File: config.mk
export PLATFORM = sky130hd
export DESIGN_NAME = least_served_thread_selector
export DESIGN_NICKNAME = d
export VERILOG_FILES = /design/src/hw/rtl/lsts_pkg.sv /design/src/hw/rtl/lsts_table.sv /design/src/hw/rtl/lsts_seq.sv /design/src/hw/rtl/least_served_thread_selector.sv
export SDC_FILE = /design/constraint.sdc
export NUM_CORES = 1
export LEC_CHECK = 0
export ABC_CLOCK_PERIOD_IN_PS = 4200
export BUFFER_PORTS_ARGS = -buffer_cell sky130_fd_sc_hd__buf_2
export CORE_ASPECT_RATIO = 1.25
export CORE_MARGIN = 8
export CORE_UTILIZATION = 59
export CTS_BUF_LIST = sky130_fd_sc_hd__clkbuf_2 sky130_fd_sc_hd__clkbuf_4 sky130_fd_sc_hd__clkbuf_8
export DETAILED_ROUTE_END_ITERATION = 16
export GPL_ROUTABILITY_DRIVEN = 0
export GPL_TIMING_DRIVEN = 0
export PLACE_DENSITY = 0.75
export SLEW_MARGIN = 20
export SYNTH_ARGS = -nofsm -noshare
export SYNTH_HDL_FRONTEND = slang
export SYNTH_SLANG_ARGS = --single-unit
File: constraint.sdc
create_clock -name clk -period 4.2 [get_ports clk]
set_input_delay 0.84 -clock clk [delete_from_list [all_inputs] [get_ports clk]]
set_output_delay 0.84 -clock clk [all_outputs]
set_load 0.02 [all_outputs]
File: src/hw/rtl/lsts_pkg.sv
// Shared codes and types for the least served thread selector.
package lsts_pkg;

  // Slot state codes as held in the slot table
  localparam logic [1:0] SLOT_EMPTY    = 2'd0;
  localparam logic [1:0] SLOT_RUNNABLE = 2'd1;
  localparam logic [1:0] SLOT_BLOCKED  = 2'd2;
  localparam logic [1:0] SLOT_UNDEF    = 2'd3;

  // Transaction kinds carried on the input tuser
  localparam logic ACT_TICK  = 1'b0;
  localparam logic ACT_WRITE = 1'b1;

  // Fixed field widths of the stream payloads
  localparam int SLOT_FIELD_W = 4;
  localparam int IN_DATA_W    = 8;
  localparam int OUT_DATA_W   = 8;
  localparam int OUT_USER_W   = 2;

  // Control strobes from the sequencer to the slot table
  typedef struct packed {
    logic rd_en;
    logic st_wr;
    logic cnt_wr;
  } tbl_ctrl_t;

endpackage

File: src/hw/rtl/lsts_table.sv
// Slot table: state and run count memories with per-slot written flags.
module lsts_table #(
  parameter int NUM_SLOTS  = 16,
  parameter int COUNT_BITS = 32,
  parameter int SLOT_W     = 4
) (
  input  logic                  clk,
  input  logic                  rst,
  input  lsts_pkg::tbl_ctrl_t   ctrl,
  input  logic [SLOT_W-1:0]     rd_addr,
  input  logic [SLOT_W-1:0]     wr_addr,
  input  logic [1:0]            st_wdata,
  input  logic [COUNT_BITS-1:0] cnt_wdata,
  output logic [1:0]            st_rdata,
  output logic [COUNT_BITS-1:0] cnt_rdata
);
  import lsts_pkg::*;

  logic [1:0]            st_mem  [NUM_SLOTS];
  logic [COUNT_BITS-1:0] cnt_mem [NUM_SLOTS];
  logic [NUM_SLOTS-1:0]  written;
  logic [1:0]            st_q;
  logic                  written_q;

  // Write and read the memories; read data is registered
  always_ff @(posedge clk) begin
    if (ctrl.st_wr) begin
      st_mem[wr_addr] <= st_wdata;
    end
    if (ctrl.cnt_wr) begin
      cnt_mem[wr_addr] <= cnt_wdata;
    end
    if (ctrl.rd_en) begin
      st_q      <= st_mem[rd_addr];
      cnt_rdata <= cnt_mem[rd_addr];
    end
  end

  // Track which slots have been written since reset
  always_ff @(posedge clk) begin
    if (rst) begin
      written   <= '0;
      written_q <= 1'b0;
    end else begin
      if (ctrl.st_wr) begin
        written[wr_addr] <= 1'b1;
      end
      if (ctrl.rd_en) begin
        written_q <= written[rd_addr];
      end
    end
  end

  // An unwritten slot reads as empty
  assign st_rdata = written_q ? st_q : SLOT_EMPTY;

endmodule

File: src/hw/rtl/lsts_seq.sv
// Sequencer: slot scan with a shared count compare, commit and table writes.
module lsts_seq #(
  parameter int NUM_SLOTS  = 16,
  parameter int COUNT_BITS = 32,
  parameter int SLOT_W     = 4
) (
  input  logic                          clk,
  input  logic                          rst,
  input  logic                          in_valid,
  output logic                          in_ready,
  input  logic                          in_action,
  input  logic [lsts_pkg::SLOT_FIELD_W-1:0] in_slot,
  input  logic [1:0]                    in_state,
  output lsts_pkg::tbl_ctrl_t           ctrl,
  output logic [SLOT_W-1:0]             rd_addr,
  output logic [SLOT_W-1:0]             wr_addr,
  output logic [1:0]                    st_wdata,
  output logic [COUNT_BITS-1:0]         cnt_wdata,
  input  logic [1:0]                    st_rdata,
  input  logic [COUNT_BITS-1:0]         cnt_rdata,
  output logic                          res_valid,
  input  logic                          res_ready,
  output logic [lsts_pkg::SLOT_FIELD_W-1:0] res_slot,
  output logic                          res_fell_back,
  output logic                          res_no_thread
);
  import lsts_pkg::*;

  localparam logic [1:0] S_IDLE   = 2'd0;
  localparam logic [1:0] S_SCAN   = 2'd1;
  localparam logic [1:0] S_TAIL   = 2'd2;
  localparam logic [1:0] S_COMMIT = 2'd3;

  localparam logic [SLOT_W-1:0] LAST_SLOT = SLOT_W'(NUM_SLOTS - 1);

  logic [1:0]            state;
  logic [1:0]            state_next;
  logic [SLOT_W-1:0]     scan_idx;
  logic [SLOT_W-1:0]     rd_idx;
  logic                  rd_vld;
  logic [SLOT_W-1:0]     current;
  logic                  found;
  logic [SLOT_W-1:0]     best_idx;
  logic [COUNT_BITS-1:0] best_cnt;
  logic                  occ_found;
  logic [SLOT_W-1:0]     occ_idx;
  logic [COUNT_BITS-1:0] occ_cnt;
  logic                  take_best;
  logic                  take_occ;
  logic [SLOT_W-1:0]     pick;
  logic [COUNT_BITS-1:0] pick_cnt;
  logic [31:0]           slot_ext;
  logic [31:0]           pick_ext;
  logic                  slot_in_range;
  logic                  any_found;

  assign slot_ext      = 32'(in_slot);
  assign slot_in_range = (slot_ext < NUM_SLOTS);
  assign any_found     = found || occ_found;

  // Shared compare: runnable, not current, count no greater than best so far
  assign take_best = rd_vld && (st_rdata == SLOT_RUNNABLE) && (rd_idx != current) &&
                     (!found || (cnt_rdata <= best_cnt));
  assign take_occ  = rd_vld && (st_rdata != SLOT_EMPTY) && !occ_found;

  // Choose the winner or fall back to the lowest occupied slot
  assign pick     = found ? best_idx : occ_idx;
  assign pick_cnt = found ? best_cnt : occ_cnt;
  assign pick_ext = 32'(pick);

  assign res_slot      = any_found ? pick_ext[SLOT_FIELD_W-1:0] : '0;
  assign res_fell_back = !found && occ_found;
  assign res_no_thread = !any_found;

  assign in_ready = (state == S_IDLE);
  assign rd_addr  = scan_idx;

  // Sequence control and table strobes
  always_comb begin
    state_next = state;
    ctrl       = '0;
    wr_addr    = pick;
    st_wdata   = SLOT_EMPTY;
    cnt_wdata  = pick_cnt + COUNT_BITS'(1);
    res_valid  = 1'b0;
    unique case (state)
      S_IDLE: begin
        if (in_valid) begin
          if (in_action == ACT_WRITE) begin
            ctrl.st_wr  = slot_in_range;
            ctrl.cnt_wr = slot_in_range;
            wr_addr     = slot_ext[SLOT_W-1:0];
            st_wdata    = (in_state == SLOT_UNDEF) ? SLOT_BLOCKED : in_state;
            cnt_wdata   = '0;
          end else begin
            state_next = S_SCAN;
          end
        end
      end
      S_SCAN: begin
        ctrl.rd_en = 1'b1;
        if (scan_idx == LAST_SLOT) begin
          state_next = S_TAIL;
        end
      end
      S_TAIL: begin
        state_next = S_COMMIT;
      end
      S_COMMIT: begin
        if (res_ready) begin
          res_valid   = 1'b1;
          ctrl.cnt_wr = any_found;
          state_next  = S_IDLE;
        end
      end
      default: begin
        state_next = S_IDLE;
      end
    endcase
  end

  // Control registers
  always_ff @(posedge clk) begin
    if (rst) begin
      state     <= S_IDLE;
      rd_vld    <= 1'b0;
      current   <= '0;
      found     <= 1'b0;
      occ_found <= 1'b0;
    end else begin
      state  <= state_next;
      rd_vld <= (state == S_SCAN);
      if (state == S_IDLE && in_valid && in_action == ACT_TICK) begin
        found     <= 1'b0;
        occ_found <= 1'b0;
      end else begin
        if (take_best) begin
          found <= 1'b1;
        end
        if (take_occ) begin
          occ_found <= 1'b1;
        end
      end
      if (state == S_COMMIT && res_ready && any_found) begin
        current <= pick;
      end
    end
  end

  // Scan address, read index and best candidates
  always_ff @(posedge clk) begin
    if (state == S_IDLE) begin
      scan_idx <= '0;
    end else if (state == S_SCAN) begin
      scan_idx <= scan_idx + SLOT_W'(1);
    end
    rd_idx <= scan_idx;
    if (take_best) begin
      best_idx <= rd_idx;
      best_cnt <= cnt_rdata;
    end
    if (take_occ) begin
      occ_idx <= rd_idx;
      occ_cnt <= cnt_rdata;
    end
  end

endmodule

File: src/hw/rtl/least_served_thread_selector.sv
// Top level of the least served thread selector with its output register.
//
// Usage:
//   Input stream s_axis_*: one transaction per item. tuser is the action
//   (0 = scheduling tick, 1 = write slot state). A write sets one slot's
//   state and clears its run count; it gives no result.
//   A tick scans every slot and returns one result on m_axis_*: the chosen
//   slot in tdata, and in tuser the fallback and no-thread flags.
//   A tick's result is loaded into the output register after the scan, and
//   the next item is taken only once the tick has committed its result.
//   The scan reads one slot per cycle through a single table read port
//   into one shared count comparator.
//   Reset clears the state machine, the current slot and the per-slot
//   written flags, so every slot reads as empty; no clearing pass is run.
//   When the receiver stalls, the result holds in the output register and
//   a further write or tick is still taken; a second tick waits at the end
//   of its scan until the register is free.
module least_served_thread_selector #(
  parameter int NUM_SLOTS  = 16,
  parameter int COUNT_BITS = 32
) (
  input  logic                                clk,
  input  logic                                rst,
  input  logic                                s_axis_tvalid,
  output logic                                s_axis_tready,
  // [3:0] slot, [5:4] slot_state, [7:6] zero
  input  logic [lsts_pkg::IN_DATA_W-1:0]      s_axis_tdata,
  // [0] action
  input  logic                                s_axis_tuser,
  output logic                                m_axis_tvalid,
  input  logic                                m_axis_tready,
  // [3:0] next_slot, [7:4] zero
  output logic [lsts_pkg::OUT_DATA_W-1:0]     m_axis_tdata,
  // [0] fell_back, [1] no_thread
  output logic [lsts_pkg::OUT_USER_W-1:0]     m_axis_tuser
);
  import lsts_pkg::*;

  localparam int SLOT_W = $clog2(NUM_SLOTS);

  tbl_ctrl_t               ctrl;
  logic [SLOT_W-1:0]       rd_addr;
  logic [SLOT_W-1:0]       wr_addr;
  logic [1:0]              st_wdata;
  logic [COUNT_BITS-1:0]   cnt_wdata;
  logic [1:0]              st_rdata;
  logic [COUNT_BITS-1:0]   cnt_rdata;
  logic                    res_valid;
  logic                    res_ready;
  logic [SLOT_FIELD_W-1:0] res_slot;
  logic                    res_fell_back;
  logic                    res_no_thread;

  lsts_seq #(
    .NUM_SLOTS  (NUM_SLOTS),
    .COUNT_BITS (COUNT_BITS),
    .SLOT_W     (SLOT_W)
  ) u_seq (
    .clk           (clk),
    .rst           (rst),
    .in_valid      (s_axis_tvalid),
    .in_ready      (s_axis_tready),
    .in_action     (s_axis_tuser),
    .in_slot       (s_axis_tdata[SLOT_FIELD_W-1:0]),
    .in_state      (s_axis_tdata[SLOT_FIELD_W+1:SLOT_FIELD_W]),
    .ctrl          (ctrl),
    .rd_addr       (rd_addr),
    .wr_addr       (wr_addr),
    .st_wdata      (st_wdata),
    .cnt_wdata     (cnt_wdata),
    .st_rdata      (st_rdata),
    .cnt_rdata     (cnt_rdata),
    .res_valid     (res_valid),
    .res_ready     (res_ready),
    .res_slot      (res_slot),
    .res_fell_back (res_fell_back),
    .res_no_thread (res_no_thread)
  );

  lsts_table #(
    .NUM_SLOTS  (NUM_SLOTS),
    .COUNT_BITS (COUNT_BITS),
    .SLOT_W     (SLOT_W)
  ) u_table (
    .clk       (clk),
    .rst       (rst),
    .ctrl      (ctrl),
    .rd_addr   (rd_addr),
    .wr_addr   (wr_addr),
    .st_wdata  (st_wdata),
    .cnt_wdata (cnt_wdata),
    .st_rdata  (st_rdata),
    .cnt_rdata (cnt_rdata)
  );

  // Output register: free when empty or when the receiver takes the transaction
  assign res_ready = !m_axis_tvalid || m_axis_tready;

  always_ff @(posedge clk) begin
    if (rst) begin
      m_axis_tvalid <= 1'b0;
    end else if (res_valid) begin
      m_axis_tvalid <= 1'b1;
    end else if (m_axis_tready) begin
      m_axis_tvalid <= 1'b0;
    end
  end

  // Load the result payload
  always_ff @(posedge clk) begin
    if (res_valid) begin
      m_axis_tdata <= {(OUT_DATA_W - SLOT_FIELD_W)'(0), res_slot};
      m_axis_tuser <= {res_no_thread, res_fell_back};
    end
  end

endmodule
==> impl_metrics.csv <==
group,metric,value,unit
detailed_routing,wl_per_cell,29.1,um
critical_path,timing.reg2reg.setup_slack,0.13,ns
sta,slew-limit-headroom,22.6,%
critical_path,crit_required,4.59,ns
detailed_routing,dr.pass1.iters,8,
logic_synthesis,synth.distinct_cells,64,
sta,max_freq,245,MHz
floorplanning,fp.dieW,210,um
global_route,grt_pass1_wl,94700,um
floorplanning,start_util,59.8,%
critical_path,ff2ff_path_depth,13,
sta,drv_slew,0,
clock_tree,cts_tree,"built",
worst_hold_path,hold_path.class,"reg -> reg",
detailed_routing,vias,14400,
global_route,grt_start_max_net_pins,21,
critical_path,arrival,4.46,ns
sta,rsz0062_at_grt,"false",
placed_design,portBuffers,16,
critical_path,crit_path_start_kind,"register",
clock_tree,clk_pin_slew,0.07,ns
worst_hold_path,min_from,"u_seq.rd_addr[1]$_SDFFE_PP0P_",
floorplanning,fp.dieH,258,um
detailed_routing,drt-vias-per-instance,6.52,
placed_design,pre_cts_ws,-0.897,ns
critical_path,crit_fanout,19,
sta,max_slew.worst_pin.slew,1.15,ns
power_and_ir_drop,seq_power_share,52.3,%
finish,final_core_util,68.4,%
sta,finalCriticalPeriod,4.07,ns
floorplanning,core,46200,um^2
logic_synthesis,synth_area,27700,um^2
detailed_routing,drc,0,
logic_synthesis,avgSynthCellArea,19.9,um^2
flow_run,drv_cap,0,
power_and_ir_drop,irDropWorstVdd,0.220,mV
logic_synthesis,synth-edff-count,656,
power_and_ir_drop,combPwrFrac,14.9,%
outcome,status,"completed",
global_route,grt_pass1_vias,14700,
finish,fill_cells,2783,
critical_path,r2r-start,"u_seq.found$_SDFFE_PP0P_",
finish,area_growth,14.4,%
sta,whs,0.375,ns
clock_tree,cts_inserted_buffers,97,
sta,fin_skew,0.0258,ns
floorplanning,num_rows,88,
global_route,antenna_found_initial,1,
clock_tree,root_buffer,"clkbuf_8",
placed_design,placed_area,29600,um^2
power_and_ir_drop,powerDensity,489,nW/um^2
logic_synthesis,synthArstFlopShare,0,%
finish,final_cell_area,31600,um^2
detailed_routing,drt_wl_total,64400,um
clock_tree,htree_num_levels,3,
placed_design,dp.final_hpwl,41700,um
global_route,grt_usage,23.9,%
logic_synthesis,yosys_warnings,0,
clock_tree,clockBufferDepth,3,
worst_hold_path,hold_end,"u_seq.rd_idx[1]$_DFF_P_",
critical_path,critPathCaptureType,"register",
clock_tree,insertion_delay,0.68,ns
finish,final_nets,1603,
logic_synthesis,yosys_most_used_dff,"edfxtp_1",
sta,setup_slack,0.126,ns
clock_tree,hold_buffers,0,
detailed_routing,drt_iter0_drc,1610,
power_and_ir_drop,clkPwrFrac,32.9,%
finish,drive_above_1_share,30.0,%
worst_hold_path,min_path_cells,0,
sta,setup_viol,0,
logic_synthesis,synthCells,1388,
power_and_ir_drop,internal_power,11.6,mW
finish,mostFrequentLayoutCells,"edfxtp_1 (656), mux4_2 (175), clkbuf_8 (107), nor2_1 (65)",
critical_path,r2r_end,"u_table.cnt_mem[0][28]$_DFFE_PP_",
power_and_ir_drop,power.leakage,10.1,nW
logic_synthesis,synth.ff_latch_count,691,
global_route,overflow,0,
floorplanning,die_area,54100,um^2
clock_tree,clock_sinks,691,
logic_synthesis,yosysSeqAreaShare,73.8,%
power_and_ir_drop,switching_power,3.86,mW
power_and_ir_drop,switching_share,24.9,%
finish,final_common_cell,"edfxtp_1",
floorplanning,ioPinCount,25,
detailed_routing,drtAntennaViolNets,0,
sta,period_share,97.0,%
sta,hold_viol_final,0,
critical_path,crit_type,"reg -> reg",
-- metal layers --
layer  part of all wire, %  GRT usage [%]  vias to the layer above
met5                     0              0                        -
met4                   3.4           10.1                        0
met3                   8.7           4.30                      141
met2                    50           39.8                      823
met1                    38           31.1                     7449
li1                      -              -                     6024
-- what timing repair did --
item | in CTS | in global routing
setup endpoints to repair | 208 | 61
setup buffers | 2 | 2
gates resized for setup | 15 | 3
pin swaps | 2 | 2
-- how the worst max path moves through the flow --
stage / startpoint / to / slack (ns) / depth (start not counted)
global route: u_seq.found$_SDFFE_PP0P_ / u_table.cnt_mem[6][30]$_DFFE_PP_ / 0.00001 / 12
floorplan: u_seq.found$_SDFFE_PP0P_ / u_table.cnt_mem[0][6]$_DFFE_PP_ / 0.24 / 12
global placement: u_seq.state[0]$_SDFFE_PP0P_ / u_table.cnt_mem[4][19]$_DFFE_PP_ / -2.11 / 9
finish: u_seq.found$_SDFFE_PP0P_ / u_table.cnt_mem[0][28]$_DFFE_PP_ / 0.13 / 13
detailed placement: u_seq.found$_SDFFE_PP0P_ / u_table.cnt_mem[2][24]$_DFFE_PP_ / -0.90 / 12
CTS: u_seq.found$_SDFFE_PP0P_ / u_table.cnt_mem[4][10]$_DFFE_PP_ / 0.09 / 12
-- synth_stat cells (4+ instances only) --
cell	number	area, um^2
a211oi_1	4	30.0
a21oi_1	28	140
a31oi_1	5	31.3
buf_1	7	26.3
buf_2	18	90.1
buf_4	5	37.5
clkbuf_1	34	128
dfxtp_1	35	701
edfxtp_1	656	19700
ha_1	38	475
inv_1	37	139
mux2_2	9	101
mux2i_1	25	250
mux4_2	175	3940
nand2_1	31	116
nand2b_1	10	62.6
nand3_1	24	120
nand3b_1	9	67.6
nand4_1	16	100
nor2_1	83	312
nor2b_1	7	43.8
nor3_1	11	55.1
nor3b_1	7	52.6
nor4_1	6	37.5
nor4b_1	4	35.0
o21a_1	4	30.0
o21ai_0	11	55.1
o21ba_2	11	110
xnor2_1	10	87.6
xor2_1	13	114
-- layout make-up --
type / instances / area (um^2) / share of cell area, %
sequential: 691 / 20400 / 64.5
multi-input combinational: 597 / 7130 / 22.5
clock buffer: 141 / 1730 / 5.46
timing repair buffer: 63 / 1030 / 3.27
tap: 585 / 732 / 2.31
buffer: 65 / 310 / 0.981
clock inverter: 34 / 168 / 0.530
inverter: 37 / 139 / 0.439
antenna: 1 / 2.50 / 0.00791
-- stage by stage --
step	setup TNS, ns	total power, mW	std cells
2_1_floorplan	0	9.74	1391
3_3_place_gp	-1190.98	10.4	1992
3_5_place_dp	-125.60	10.5	2035
4_1_cts	0	15.6	2211
5_1_grt	0	16.0	2214
6_report	0	15.5	2214
-- critical path: stages, from the launching register on --
cell	delay (ns)
dfxtp_1	0.33
buf_6	0.15
buf_6	0.17
buf_2	0.32
buf_4	0.37
buf_4	0.30
mux2_2	0.21
ha_1	0.21
nor4bb_4	0.34
nand3_1	0.21
clkbuf_2	0.32
o31ai_1	0.41
o41ai_4	0.20
buf_2	0.23
-- power by group through the flow --
stage | registers (mW) | clock network (mW) | logic (mW)
floorplan | 8.17 | 0 | 1.57
global placement | 8.23 | 0 | 2.15
detailed placement | 8.22 | 0 | 2.30
CTS | 8.08 | 5.16 | 2.33
global route | 8.10 | 5.44 | 2.46
finish | 8.08 | 5.08 | 2.30
-- state kept, by name, indices dropped and copies added, names as in the netlist --
signal,flops
u_seq.occ_idx,4
u_seq.best_idx,4
u_seq.state,2
u_table.st_mem,32
u_table.cnt_rdata,32
u_seq.rd_vld,1
u_seq.rd_idx,4
u_seq.found,1
m_axis_tdata,4
m_axis_tuser,2
u_table.st_q,2
u_seq.occ_cnt,32
u_seq.occ_found,1
u_table.written_q,1
u_table.written,16
u_table.cnt_mem,512
u_seq.best_cnt,32
u_seq.rd_addr,4
m_axis_tvalid,1
u_seq.current,4
-- logic make-up after synthesis --
group                      Yosys count  share of synthesized area [%]
and+or+nand+nor                    227                           4.19
adders and majority gates           38                           1.72
buffers and inverters              103                           1.60
xor gates and xnor gates            23                          0.728
muxes                              210                           15.6
DFF                                691                           73.8
AOI/OAI and AO/OA                   95                           2.43
other                                1                         0.0136
No activity file was read; power rests on OpenSTA's default activity.
